<file path="config.mk">
export PLATFORM = sky130hd
export DESIGN_NAME = cbd_ctrl
export DESIGN_NICKNAME = d
export VERILOG_FILES = /design/src/design/assert_macros.svh /design/src/design/cbd_pkg.sv /design/src/design/cbd_ctrl.sv
export SDC_FILE = /design/constraint.sdc
export NUM_CORES = 1
export LEC_CHECK = 0
export ABC_AREA = 1
export BUFFER_PORTS_ARGS = -buffer_cell sky130_fd_sc_hd__buf_4
export CAP_MARGIN = 30
export CORE_AREA = 10 10 47 49
export CTS_CLUSTER_DIAMETER = 30
export DETAILED_ROUTE_END_ITERATION = 6
export DIE_AREA = 0 0 57 59
export PLACE_DENSITY = 0.37
export SETUP_SLACK_MARGIN = 0.5
export SKIP_LAST_GASP = 1
export SLEW_MARGIN = 25
export SYNTH_ARGS = -nofsm -noshare
export SYNTH_HDL_FRONTEND = slang
export SYNTH_SLANG_ARGS = --single-unit
export TNS_END_PERCENT = 1
</file>
<file path="constraint.sdc">
create_clock -name clk -period 2.2 [get_ports clk]
set_input_delay 0.22 -clock clk [delete_from_list [all_inputs] [get_ports clk]]
set_output_delay 0.22 -clock clk [all_outputs]
set_load 0.005 [all_outputs]
</file>
<file path="src/design/assert_macros.svh">
// ---------------------------------------------------------------------------
// Assertion macros used by the deque datapath.
// Both macros expand to nothing when SYNTHESIS is defined.
// ---------------------------------------------------------------------------
`ifndef ASSERT_MACROS_SVH
`define ASSERT_MACROS_SVH
`ifndef SYNTHESIS
// Property that must hold at every clock edge outside reset.
`define CBD_ASSERT(lbl, clk, rst_n, prop, msg) \
    lbl: assert property (@(posedge clk) disable iff (!rst_n) (prop)) else $error(msg);
// Property whose consequent must hold in the cycle after the trigger.
`define CBD_ASSERT_NEXT(lbl, clk, rst_n, trig, prop, msg) \
    lbl: assert property (@(posedge clk) disable iff (!rst_n) (trig) |=> (prop)) \
        else $error(msg);
`else
`define CBD_ASSERT(lbl, clk, rst_n, prop, msg)
`define CBD_ASSERT_NEXT(lbl, clk, rst_n, trig, prop, msg)
`endif
`endif

</file>
<file path="src/design/cbd_pkg.sv">
// ---------------------------------------------------------------------------
// cbd_pkg
// Types, operation codes and status codes of the ring buffer deque.
// ---------------------------------------------------------------------------
package cbd_pkg;

    // Default number of store entries.
    localparam int DEPTH_DEFAULT = 1024;

    // Field widths.
    localparam int OP_W     = 2;
    localparam int VAL_W    = 31;
    localparam int POP_W    = 32;
    localparam int STATUS_W = 2;
    localparam int OCC_W    = 11;

    // Operation codes.
    localparam logic [OP_W-1:0] OP_PUSH_FRONT = 2'd0;
    localparam logic [OP_W-1:0] OP_POP_FRONT  = 2'd1;
    localparam logic [OP_W-1:0] OP_PUSH_BACK  = 2'd2;
    localparam logic [OP_W-1:0] OP_POP_BACK   = 2'd3;

    // Status codes.
    localparam logic [STATUS_W-1:0] ST_DONE  = 2'd0;
    localparam logic [STATUS_W-1:0] ST_EMPTY = 2'd1;
    localparam logic [STATUS_W-1:0] ST_FULL  = 2'd2;

    // Value returned when nothing is popped.
    localparam logic signed [POP_W-1:0] NEG_ONE = '1;

    // One request.
    typedef struct packed {
        logic [OP_W-1:0]  op;
        logic [VAL_W-1:0] push_value;
    } req_t;

    // One response.
    typedef struct packed {
        logic signed [POP_W-1:0] popped_value;
        logic [STATUS_W-1:0]     status;
        logic [OCC_W-1:0]        occupancy;
    } rsp_t;

    // Commands from the controller to the datapath.
    typedef struct packed {
        logic capture;
        logic exec;
        logic load;
    } dp_cmd_t;

    // Status from the datapath to the controller.
    typedef struct packed {
        logic rsp_free;
    } dp_stat_t;

endpackage

</file>
<file path="src/design/cbd_ctrl.sv">
// ---------------------------------------------------------------------------
// cbd_ctrl
// Sequencer that takes one request at a time through execute and result load.
// ---------------------------------------------------------------------------
module cbd_ctrl (
    input  logic              clk,
    input  logic              rst_n,
    input  logic              req_valid,
    output logic              req_stall,
    input  cbd_pkg::dp_stat_t stat,
    output cbd_pkg::dp_cmd_t  cmd
);
    import cbd_pkg::*;

    typedef enum logic [1:0] {
        S_IDLE,
        S_EXEC,
        S_RESULT
    } state_t;

    state_t state_reg;
    state_t state_next;
    logic   stall_reg;
    logic   stall_next;

    // Next state and next stall.
    always_comb
    begin
        state_next = state_reg;
        unique case (state_reg)
            S_IDLE:
            begin
                if (req_valid)
                begin
                    state_next = S_EXEC;
                end
            end
            S_EXEC:
            begin
                state_next = S_RESULT;
            end
            S_RESULT:
            begin
                if (stat.rsp_free)
                begin
                    state_next = S_IDLE;
                end
            end
            default:
            begin
                state_next = S_IDLE;
            end
        endcase
        stall_next = (state_next != S_IDLE);
    end

    // State and registered stall.
    always_ff @(posedge clk or negedge rst_n)
    begin
        if (!rst_n)
        begin
            state_reg <= S_IDLE;
            stall_reg <= 1'b0;
        end
        else
        begin
            state_reg <= state_next;
            stall_reg <= stall_next;
        end
    end

    // Commands to the datapath.
    assign req_stall   = stall_reg;
    assign cmd.capture = req_valid && !stall_reg;
    assign cmd.exec    = (state_reg == S_EXEC);
    assign cmd.load    = (state_reg == S_RESULT) && stat.rsp_free;

endmodule

</file>
==> results of run 1 <==
==> cells by family (layout without fill, tap and decap cells) <==
family | Yosys count | in the layout | synth area share (%)
buffers and inverters | 5 | 17 | 13.9
and+or+nand+nor | 8 | 8 | 30.6
DFF | 3 | 3 | 55.6
==> critical path, delay by kind of cell, from the launching register on <==
kind,cells,cell delay [ps]
and+or+nand+nor,1,90
buffers and inverters,3,260
DFF,1,380
==> per-stage QoR <==
step           total power, uW  area [um2]  std cells  setup WS (ps)
2_1_floorplan              144         135         16           1400
3_3_place_gp               196         208         39           1290
3_5_place_dp               200         208         39           1270
6_report                   294         244         44           1030
5_1_grt                    319         244         44            964
4_1_cts                    303         244         44           1010
==> path summary, 6_finish.rpt <==
kind                                              from                endpoint  cells past startpoint
worst max-delay path            state_reg[1]$_DFF_PN0_                  cmd[1]                      4
worst min-delay path                         req_valid  state_reg[0]$_DFF_PN0_                      3
worst max register to register  state_reg[0]$_DFF_PN0_     req_stall$_DFF_PN0_                      2
worst min register to register  state_reg[1]$_DFF_PN0_  state_reg[0]$_DFF_PN0_                      3
max in group asynchronous                        rst_n  state_reg[1]$_DFF_PN0_                      2
min in group asynchronous                        rst_n     req_stall$_DFF_PN0_                      2
==> cells in the final DEF, fill, tap and decap left out <==
cell type,n
buf_4,7
nor3_2,1
nor2_1,2
dfrtp_1,3
nand3_1,1
dlygate4sd3_1,1
nand2_1,3
inv_1,5
clkbuf_4,3
clkbuf_1,1
nand3b_1,1
==> power by group through the flow <==
stage                     Sequential, uW  Combinational [uW]  Clock, uW
after floorplan                     97.1                46.8          0
after global placement              96.8                98.7          0
after detailed placement            98.6                 101          0
after CTS                           97.7                 103        102
after global routing                 100                 115        104
final                               97.0                 101       96.2
==> metal layers <==
layer	vias up	GRT usage (%)
li1	69	-
met1	53	2.26
met2	8	2.17
met3	0	3.22
met4	0	5.03
met5	-	0
==> cell usage after synthesis <==
| cell | count |
|---|---|
| nor2_1 | 2 |
| nand3_1 | 1 |
| inv_1 | 5 |
| nand3b_1 | 1 |
| nand2_1 | 3 |
| dfrtp_1 | 3 |
| nor3_2 | 1 |
==> final cells by class <==
cell class,count,share of cell area [%]
inverters,5,7.69
clock buffers,4,10.8
repair buffers,8,25.6
flip-flops and latches,3,30.8
well taps,16,8.21
multi-input cells,8,16.9
==> repair_timing <==
item | CTS | global route
hold buffers | 1 | 0
hold endpoints to repair | 3 | 0
gates resized for setup | 0 | 0
buffers inserted | 0 | 0
==> run_results.csv, run 1 <==
group,metric,value,unit
cells_and_area,drive_gt1_share,39.3,%
worst_setup_path,startpoint_type,"flop",
worst_setup_path,critPathRequiredTime,1980,ps
worst_setup_path,crit_arrival,950,ps
worst_setup_path,slowest_delay,380,ps
yosys,syn-num-nets,20,
clocking,cts_sinks,3,
power_and_ir_drop,pwr-share-comb,34.4,%
die,core-area,1400,um2
routing,topRoutingLayerUsed,"met3",
power_and_ir_drop,p_seq_share,32.9,%
power_and_ir_drop,vdd_drop_max,236,uV
sta,setup_viol,0,
die,rows,14,
yosys,yosysTopAreaCell,"dfrtp_1",
routing,via_per_inst,2.95,
sta,relSlewSlack,91.7,%
yosys,netlist_instances,16,
routing,num_vias,130,
cells_and_area,largest_reg_flops,2,
routing,ant_nets,0,
yosys,synth_cell_types,7,
clocking,cts_made_buffers,3,
sta,fin_crit_sh,53.3,%
worst_setup_path,critPathCaptureType,"primary output",
worst_setup_path,critPathMaxFanout,3,
worst_setup_path,worstSetupPathType,"flop to primary output",
yosys,yosysSeqAreaShare,55.6,%
die,die_width,57,um
routing,met2_length,129,um
grt,grt_pass1_wl,600,um
sta,worst_pin_slew,125,ps
sta,fin_tns_setup,0,ps
power_and_ir_drop,p_int,203,uW
job,drv_cap,0,
power_and_ir_drop,power.switching,91.4,uW
yosys,syn_avg_cell_area,8.45,um2
cells_and_area,fillers,169,
clocking,cts_tree,"done",
worst_setup_path,path_cells,"inv_1 > nand2_1 > inv_1 > buf_4",
sta,grt_setup_unrepaired,"false",
yosys,netlist.area_leader.share,55.6,%
cells_and_area,syn_to_final_growth,80.6,%
grt,grt_pass1_vias,150,
status,outcome,"finished, final reports clean",
worst_setup_path,cpMostUsedCell,"inv_1",
yosys,yosys-top-cells-area,"dfrtp_1 56%, inv_1 14%, nand2_1 8.3%",
cells_and_area,final_nets,33,
routing,drc_errors,0,
worst_setup_path,cpMaxStageDelayCell,"dfrtp_1",
worst_setup_path,ff2ff_setup_slack,1470,ps
yosys,synth_area,135,um2
power_and_ir_drop,p_sw_share,31.0,%
cells_and_area,fin_util,17.4,%
die,io_pins,8,
placed_design,io_buffer_count,7,
cells_and_area,seq_area,75.1,um2
placed_design,place.gp.congestion,0.704,
grt,grt.overflow.total,0,
grt,antenna_found_initial,0,
routing,drt_wl_total,398,um
clocking,cts_buffer_depth,2,
power_and_ir_drop,power_density,1210,nW/um2
sta,finalClockSkew,1.66,ps
die,start_util,9.64,%
sta,max_clock_freq,853,MHz
sta,hold_viol_final,0,
cells_and_area,n_antenna_cell,0,
clocking,clk_latency,230,ps
routing,wl_per_cell,9.05,um
clocking,cts_root_buffer,"clkbuf_4",
yosys,ys_warn_count,0,
yosys,synth_seq_cells,3,
worst_hold_path,hold_path.class,"primary input to flop",
routing,drt_iter0_markers,1,
power_and_ir_drop,power_leakage,0.000142,uW
sta,whs,223,ps
clocking,path_clk_slew,40,ps
sta,slew_viol_final,0,
die,die_area,3360,um2
die,die_h,59,um
grt,grt.total_usage,2.72,%
grt,grt_max_degree,5,
clocking,h-tree-depth,1,
routing,drtPass1Iterations,4,
cells_and_area,multi_input_area,41.3,um2
routing,routed-wl-met3,79,um
power_and_ir_drop,clockPowerShare,32.7,%
routing,wl_met1,190,um
sta,period_minus_slack,1170,ps
Note: power is estimated with default switching activity, not from simulation.
==> run 2, diff against run 1 <==
Settings changed: PLACE_DENSITY 0.37 to 0.38.
Clock period 2.2 ns to 1 ns, I/O delays scaled along.
==> run 2 against run 1 <==
Compared with the run above: power increased by 140%; sequential power increased by 120%; highest routed layer unchanged; cell count increased by 4.5%; register-to-register slack got worse by 1300 ps; global-route usage increased by 0.13 points; sequential share of layout area decreased by 2.1 points; the run now ends with setup timing left; via count increased by 9.2%; critical endpoint is now cmd[0].
==> run_results.csv, run 2 (synthesis gave the netlist of run 1 again) <==
group,metric,value,unit
status,outcome,"complete, but fails checks",
status,violations,"setup timing",
worst_setup_path,critPathMaxFanout,4,
grt,grt_pass1_wl,641,um
cells_and_area,final_nets,35,
grt,grt.overflow.total,0,
cells_and_area,syn_to_final_growth,93.5,%
sta,max_clock_freq,979,MHz
grt,grt_pass1_vias,169,
placed_design,io_buffer_count,7,
cells_and_area,largest_reg_flops,2,
worst_setup_path,r2r_cells,4,
sta,finalClockSkew,4.14,ps
die,die_width,57,um
power_and_ir_drop,power_density,2740,nW/um2
power_and_ir_drop,p_int,492,uW
sta,setup_viol,2,
power_and_ir_drop,pwr-share-comb,40.1,%
clocking,path_clk_slew,30,ps
routing,drt_iter0_markers,3,
sta,slew_viol_final,0,
grt,antenna_found_initial,0,
power_and_ir_drop,power_leakage,0.000152,uW
worst_hold_path,min_from,"req_valid",
placed_design,postPlaceCellArea,208,um2
cells_and_area,n_antenna_cell,0,
worst_setup_path,critPathRequiredTime,900,ps
power_and_ir_drop,p_sw_share,31.4,%
routing,via_per_inst,3.09,
grt,grt_max_degree,5,
grt,grt.total_usage,2.85,%
worst_setup_path,startpoint_type,"flop",
sta,finalWorstSetupSlack,-21.5,ps
die,core-area,1400,um2
worst_setup_path,crit_arrival,920,ps
power_and_ir_drop,clockPowerShare,29.6,%
routing,drt_wl_total,429,um
routing,ant_nets,0,
sta,worst_pin_slew,152,ps
clocking,cts_made_buffers,3,
worst_setup_path,critPathCaptureType,"primary output",
cells_and_area,final_common_cell,"buf_4",
worst_setup_path,reg2reg_to,"req_stall$_DFF_PN0_",
die,start_util,9.64,%
worst_hold_path,holdPathStages,3,
placed_design,place.gp.congestion,0.676,
power_and_ir_drop,power.total,717,uW
sta,grt_setup_unrepaired,"true",
sta,relSlewSlack,89.8,%
worst_setup_path,timing.rr.start,"state_reg[0]$_DFF_PN0_",
die,io_pins,8,
cells_and_area,final_area,262,um2
worst_hold_path,hold_end,"state_reg[0]$_DFF_PN0_",
sta,period_minus_slack,1020,ps
clocking,clk_latency,230,ps
clocking,cts_tree,"done",
worst_setup_path,ff2ff_setup_slack,140,ps
cells_and_area,layout_common_cells,"9 x buf_4, 4 x inv_1, 3 x clkbuf_4, 3 x dfrtp_1",
sta,hold_viol_final,0,
die,die_h,59,um
clocking,h-tree-depth,1,
sta,fin_crit_sh,102,%
placed_design,post-place-ws,184,ps
routing,wl_per_cell,9.33,um
die,die_area,3360,um2
power_and_ir_drop,vdd_drop_max,468,uV
clocking,cts_root_buffer,"clkbuf_4",
clocking,cts_buffer_depth,2,
routing,num_vias,142,
worst_hold_path,hold_path.class,"primary input to flop",
sta,fin_tns_setup,-30.4,ps
worst_setup_path,worstSetupPathType,"flop to primary output",
routing,drc_errors,0,
power_and_ir_drop,power.switching,225,uW
job,drv_cap,0,
die,rows,14,
cells_and_area,drive_gt1_share,50.0,%
power_and_ir_drop,p_seq_share,30.3,%
routing,drtPass1Iterations,4,
clocking,cts_sinks,3,
-- run 2: how the worst max path moves through the flow --
stage	startpoint	end	slack [ps]	depth (start not counted)
6_report	state_reg[0]$_DFF_PN0_	cmd[0]	-20	2
5_1_grt	state_reg[0]$_DFF_PN0_	cmd[0]	-70	2
3_5_place_dp	state_reg[1]$_DFF_PN0_	cmd[1]	180	4
4_1_cts	state_reg[0]$_DFF_PN0_	cmd[0]	-40	2
2_1_floorplan	state_reg[0]$_DFF_PN0_	req_stall$_DFF_PN0_	310	2
3_3_place_gp	state_reg[1]$_DFF_PN0_	cmd[1]	200	4
-- run 2: repair_timing --
action,CTS,global route
endpoints found under the setup margin,7,7
endpoints found under the hold margin,3,0
resized for setup,2,0
setup buffers,2,0
pin swaps,1,0
hold buffers,1,0
-- run 2: power by group through the flow --
stage / Sequential [uW] / Combinational (uW) / Clock, uW
detailed placement: 221 / 222 / 0
global placement: 214 / 217 / 0
finish: 217 / 288 / 212
CTS: 216 / 291 / 223
floorplan: 214 / 103 / 0
global route: 221 / 313 / 234
-- run 2: final cells by class --
class	count	area, um2
flip-flops and latches	3	75.1
repair buffers	10	77.6
clock buffers	4	26.3
well taps	16	20.0
fillers	166	1140
multi-input cells	8	43.8
inverters	5	18.8
-- run 2: through the flow --
| step | cells | utilization [%] | hold slack (ps) |
|---|---|---|---|
| 2_1_floorplan | 16 | - | -196 |
| 3_3_place_gp | 39 | 14.8 | -111 |
| 3_5_place_dp | 39 | 14.8 | -107 |
| 4_1_cts | 46 | 18.7 | 94.9 |
| 5_1_grt | 46 | 18.7 | 101 |
| 6_report | 46 | 18.7 | 100 |
-- run 2: per-layer routing --
| layer | part of all wire (%) | track usage (%) | wire length (um) |
|---|---|---|---|
| met3 | 24 | 3.43 | 101 |
| met2 | 34 | 2.79 | 148 |
| met5 | 0 | 0 | 0 |
| met1 | 41 | 2.02 | 178 |
| met4 | 0 | 5.03 | 0 |
-- run 2: worst max-delay path, stage by stage (launching register included) --
cell	delay, ps
dfrtp_1	410
nor3_2	160
buf_4	130
==> run 3, diff against run 2 <==
Settings changed: ABC_CLOCK_PERIOD_IN_PS from default to 1000, PLACE_DENSITY 0.38 to 0.3.
==> run 3 against run 2 <==
Compared with the run above: the run now ends clean; clock skew down 3.9 ps; cell count stayed put; design area stayed put; die area unchanged; global-route usage barely moved; flip-flop and latch count unchanged; utilization did not move; sequential share of layout area unchanged; first-iteration DRC count up 130%; fmax increased by 2.4%; critical path type unchanged; critical endpoint is now cmd[1]; largest power group unchanged; highest routed layer is now met4.
==> run_results.csv, run 3 (synthesis gave the netlist of run 1 again) <==
group,metric,value,unit
status,outcome,"finished, final reports clean",
clocking,cts_made_buffers,3,
placed_design,place.gp.congestion,0.633,
grt,grt.overflow.total,0,
die,die_h,59,um
clocking,h-tree-depth,1,
routing,drt_iter0_markers,7,
cells_and_area,final_nets,35,
power_and_ir_drop,power.switching,223,uW
power_and_ir_drop,clockPowerShare,30.0,%
cells_and_area,n_antenna_cell,0,
clocking,cts_tree,"done",
power_and_ir_drop,power_density,2730,nW/um2
sta,fin_crit_sh,99.7,%
power_and_ir_drop,p_sw_share,31.3,%
job,drv_cap,0,
grt,antenna_found_initial,0,
sta,hold_viol_final,0,
cells_and_area,instances_no_fill,46,
worst_hold_path,hold_path.class,"primary input to flop",
clocking,path_clk_slew,40,ps
clocking,clk_latency,230,ps
die,io_pins,8,
worst_hold_path,holdPathStages,3,
power_and_ir_drop,vdd_drop_max,646,uV
routing,drtPass1Iterations,4,
power_and_ir_drop,p_seq_share,30.1,%
cells_and_area,layout_common_cells,"9 x buf_4, 4 x inv_1, 3 x clkbuf_4, 3 x dfrtp_1",
power_and_ir_drop,power_leakage,0.000151,uW
clocking,cts_buffer_depth,2,
grt,grt_pass1_vias,157,
routing,drt_wl_total,385,um
sta,worst_pin_slew,131,ps
die,die_width,57,um
clocking,cts_sinks,3,
cells_and_area,final_area,262,um2
worst_setup_path,cpMaxStageDelayCell,"dfrtp_1",
cells_and_area,fin_util,18.7,%
cells_and_area,final_common_cell,"buf_4",
worst_setup_path,worstSetupPathType,"flop to primary output",
die,core-area,1400,um2
sta,relSlewSlack,91.3,%
cells_and_area,drive_gt1_share,50.0,%
worst_setup_path,crit_arrival,900,ps
die,die_area,3360,um2
die,rows,14,
worst_setup_path,startpoint_type,"flop",
routing,via_per_inst,3.22,
worst_setup_path,critPathCaptureType,"primary output",
grt,grt.total_usage,2.90,%
grt,grt_pass1_wl,634,um
cells_and_area,syn_to_final_growth,93.5,%
worst_setup_path,r2r_cells,4,
worst_setup_path,path_cells,"nand2_2 > inv_1 > buf_4",
worst_setup_path,critPathMaxFanout,3,
routing,num_vias,148,
sta,slew_viol_final,0,
routing,wl_per_cell,8.37,um
placed_design,dp.cells,39,
placed_design,io_buffer_count,7,
sta,max_clock_freq,1000,MHz
grt,grt_max_degree,4,
sta,finalClockSkew,0.246,ps
routing,ant_nets,0,
worst_setup_path,critPathRequiredTime,900,ps
power_and_ir_drop,p_int,490,uW
die,start_util,9.64,%
placed_design,postPlaceCellArea,208,um2
clocking,cts_root_buffer,"clkbuf_4",
power_and_ir_drop,pwr-share-comb,39.9,%
sta,period_minus_slack,997,ps
routing,drc_errors,0,
worst_setup_path,slowest_delay,400,ps
cells_and_area,largest_reg_flops,2,
sta,grt_setup_unrepaired,"true",
sta,setup_viol,0,
## run 3: cell counts in the layout (fill, tap and decap cells not counted)
Identical to the previous run, type by type.
## run 3: worst max-delay path, delay by kind of cell (launching register included)
family,cells,cell delay (ps)
buffers and inverters,2,160
flip-flops,1,400
AND/OR/NAND/NOR,1,100
## run 3: per-stage QoR
step / setup slack [ps] / hold WS, ps / setup TNS [ps] / power [uW]
global route: -71.9 / 104 / -126 / 781
detailed placement: 188 / -107 / 0 / 444
floorplan: 314 / -196 / 0 / 317
CTS: -14.5 / 84.0 / -21.8 / 729
global placement: 205 / -110 / 0 / 437
finish: 2.53 / 85.6 / 0 / 713
## run 3: cell type report
type	count	area, um2
fillers	169	1140
repair buffers	10	77.6
flip-flops and latches	3	75.1
multi-input cells	8	43.8
clock buffers	4	26.3
well taps	16	20.0
inverters	5	18.8
## run 3: power by group through the flow
stage / Clock, uW / Combinational, uW / Sequential (uW)
6_report: 214 / 285 / 215
3_3_place_gp: 0 / 222 / 215
2_1_floorplan: 0 / 103 / 214
5_1_grt: 239 / 321 / 221
3_5_place_dp: 0 / 225 / 219
4_1_cts: 222 / 291 / 216
## run 3: timing repair
item / in CTS / in global routing
endpoints found under the hold margin: 3 / 0
gates resized for setup: 2 / 0
setup buffers: 2 / 0
hold buffers: 1 / 0
pin swaps: 1 / 0
endpoints found under the setup margin: 7 / 7
## run 3: per-layer routing
metal,wire [um],share of wire [%],GRT usage (%),up-vias
met5,0,0,0,-
met4,23,6.0,5.03,0
met3,82,21,3.65,3
met2,102,26,2.17,11
met1,176,46,2.50,61
li1,-,-,-,73
## run 3: path summary, 6_finish.rpt
| kind | slack [ps] | endpoint | startpoint |
|---|---|---|---|
| worst min-delay path | 90 | state_reg[0]$_DFF_PN0_ | req_valid |
| worst max register to register | 140 | req_stall$_DFF_PN0_ | state_reg[0]$_DFF_PN0_ |
| min in group asynchronous | 190 | state_reg[1]$_DFF_PN0_ | rst_n |
| max in group asynchronous | 720 | state_reg[0]$_DFF_PN0_ | rst_n |
| worst max-delay path | 3 | cmd[1] | state_reg[0]$_DFF_PN0_ |
| worst min register to register | 570 | state_reg[1]$_DFF_PN0_ | state_reg[1]$_DFF_PN0_ |
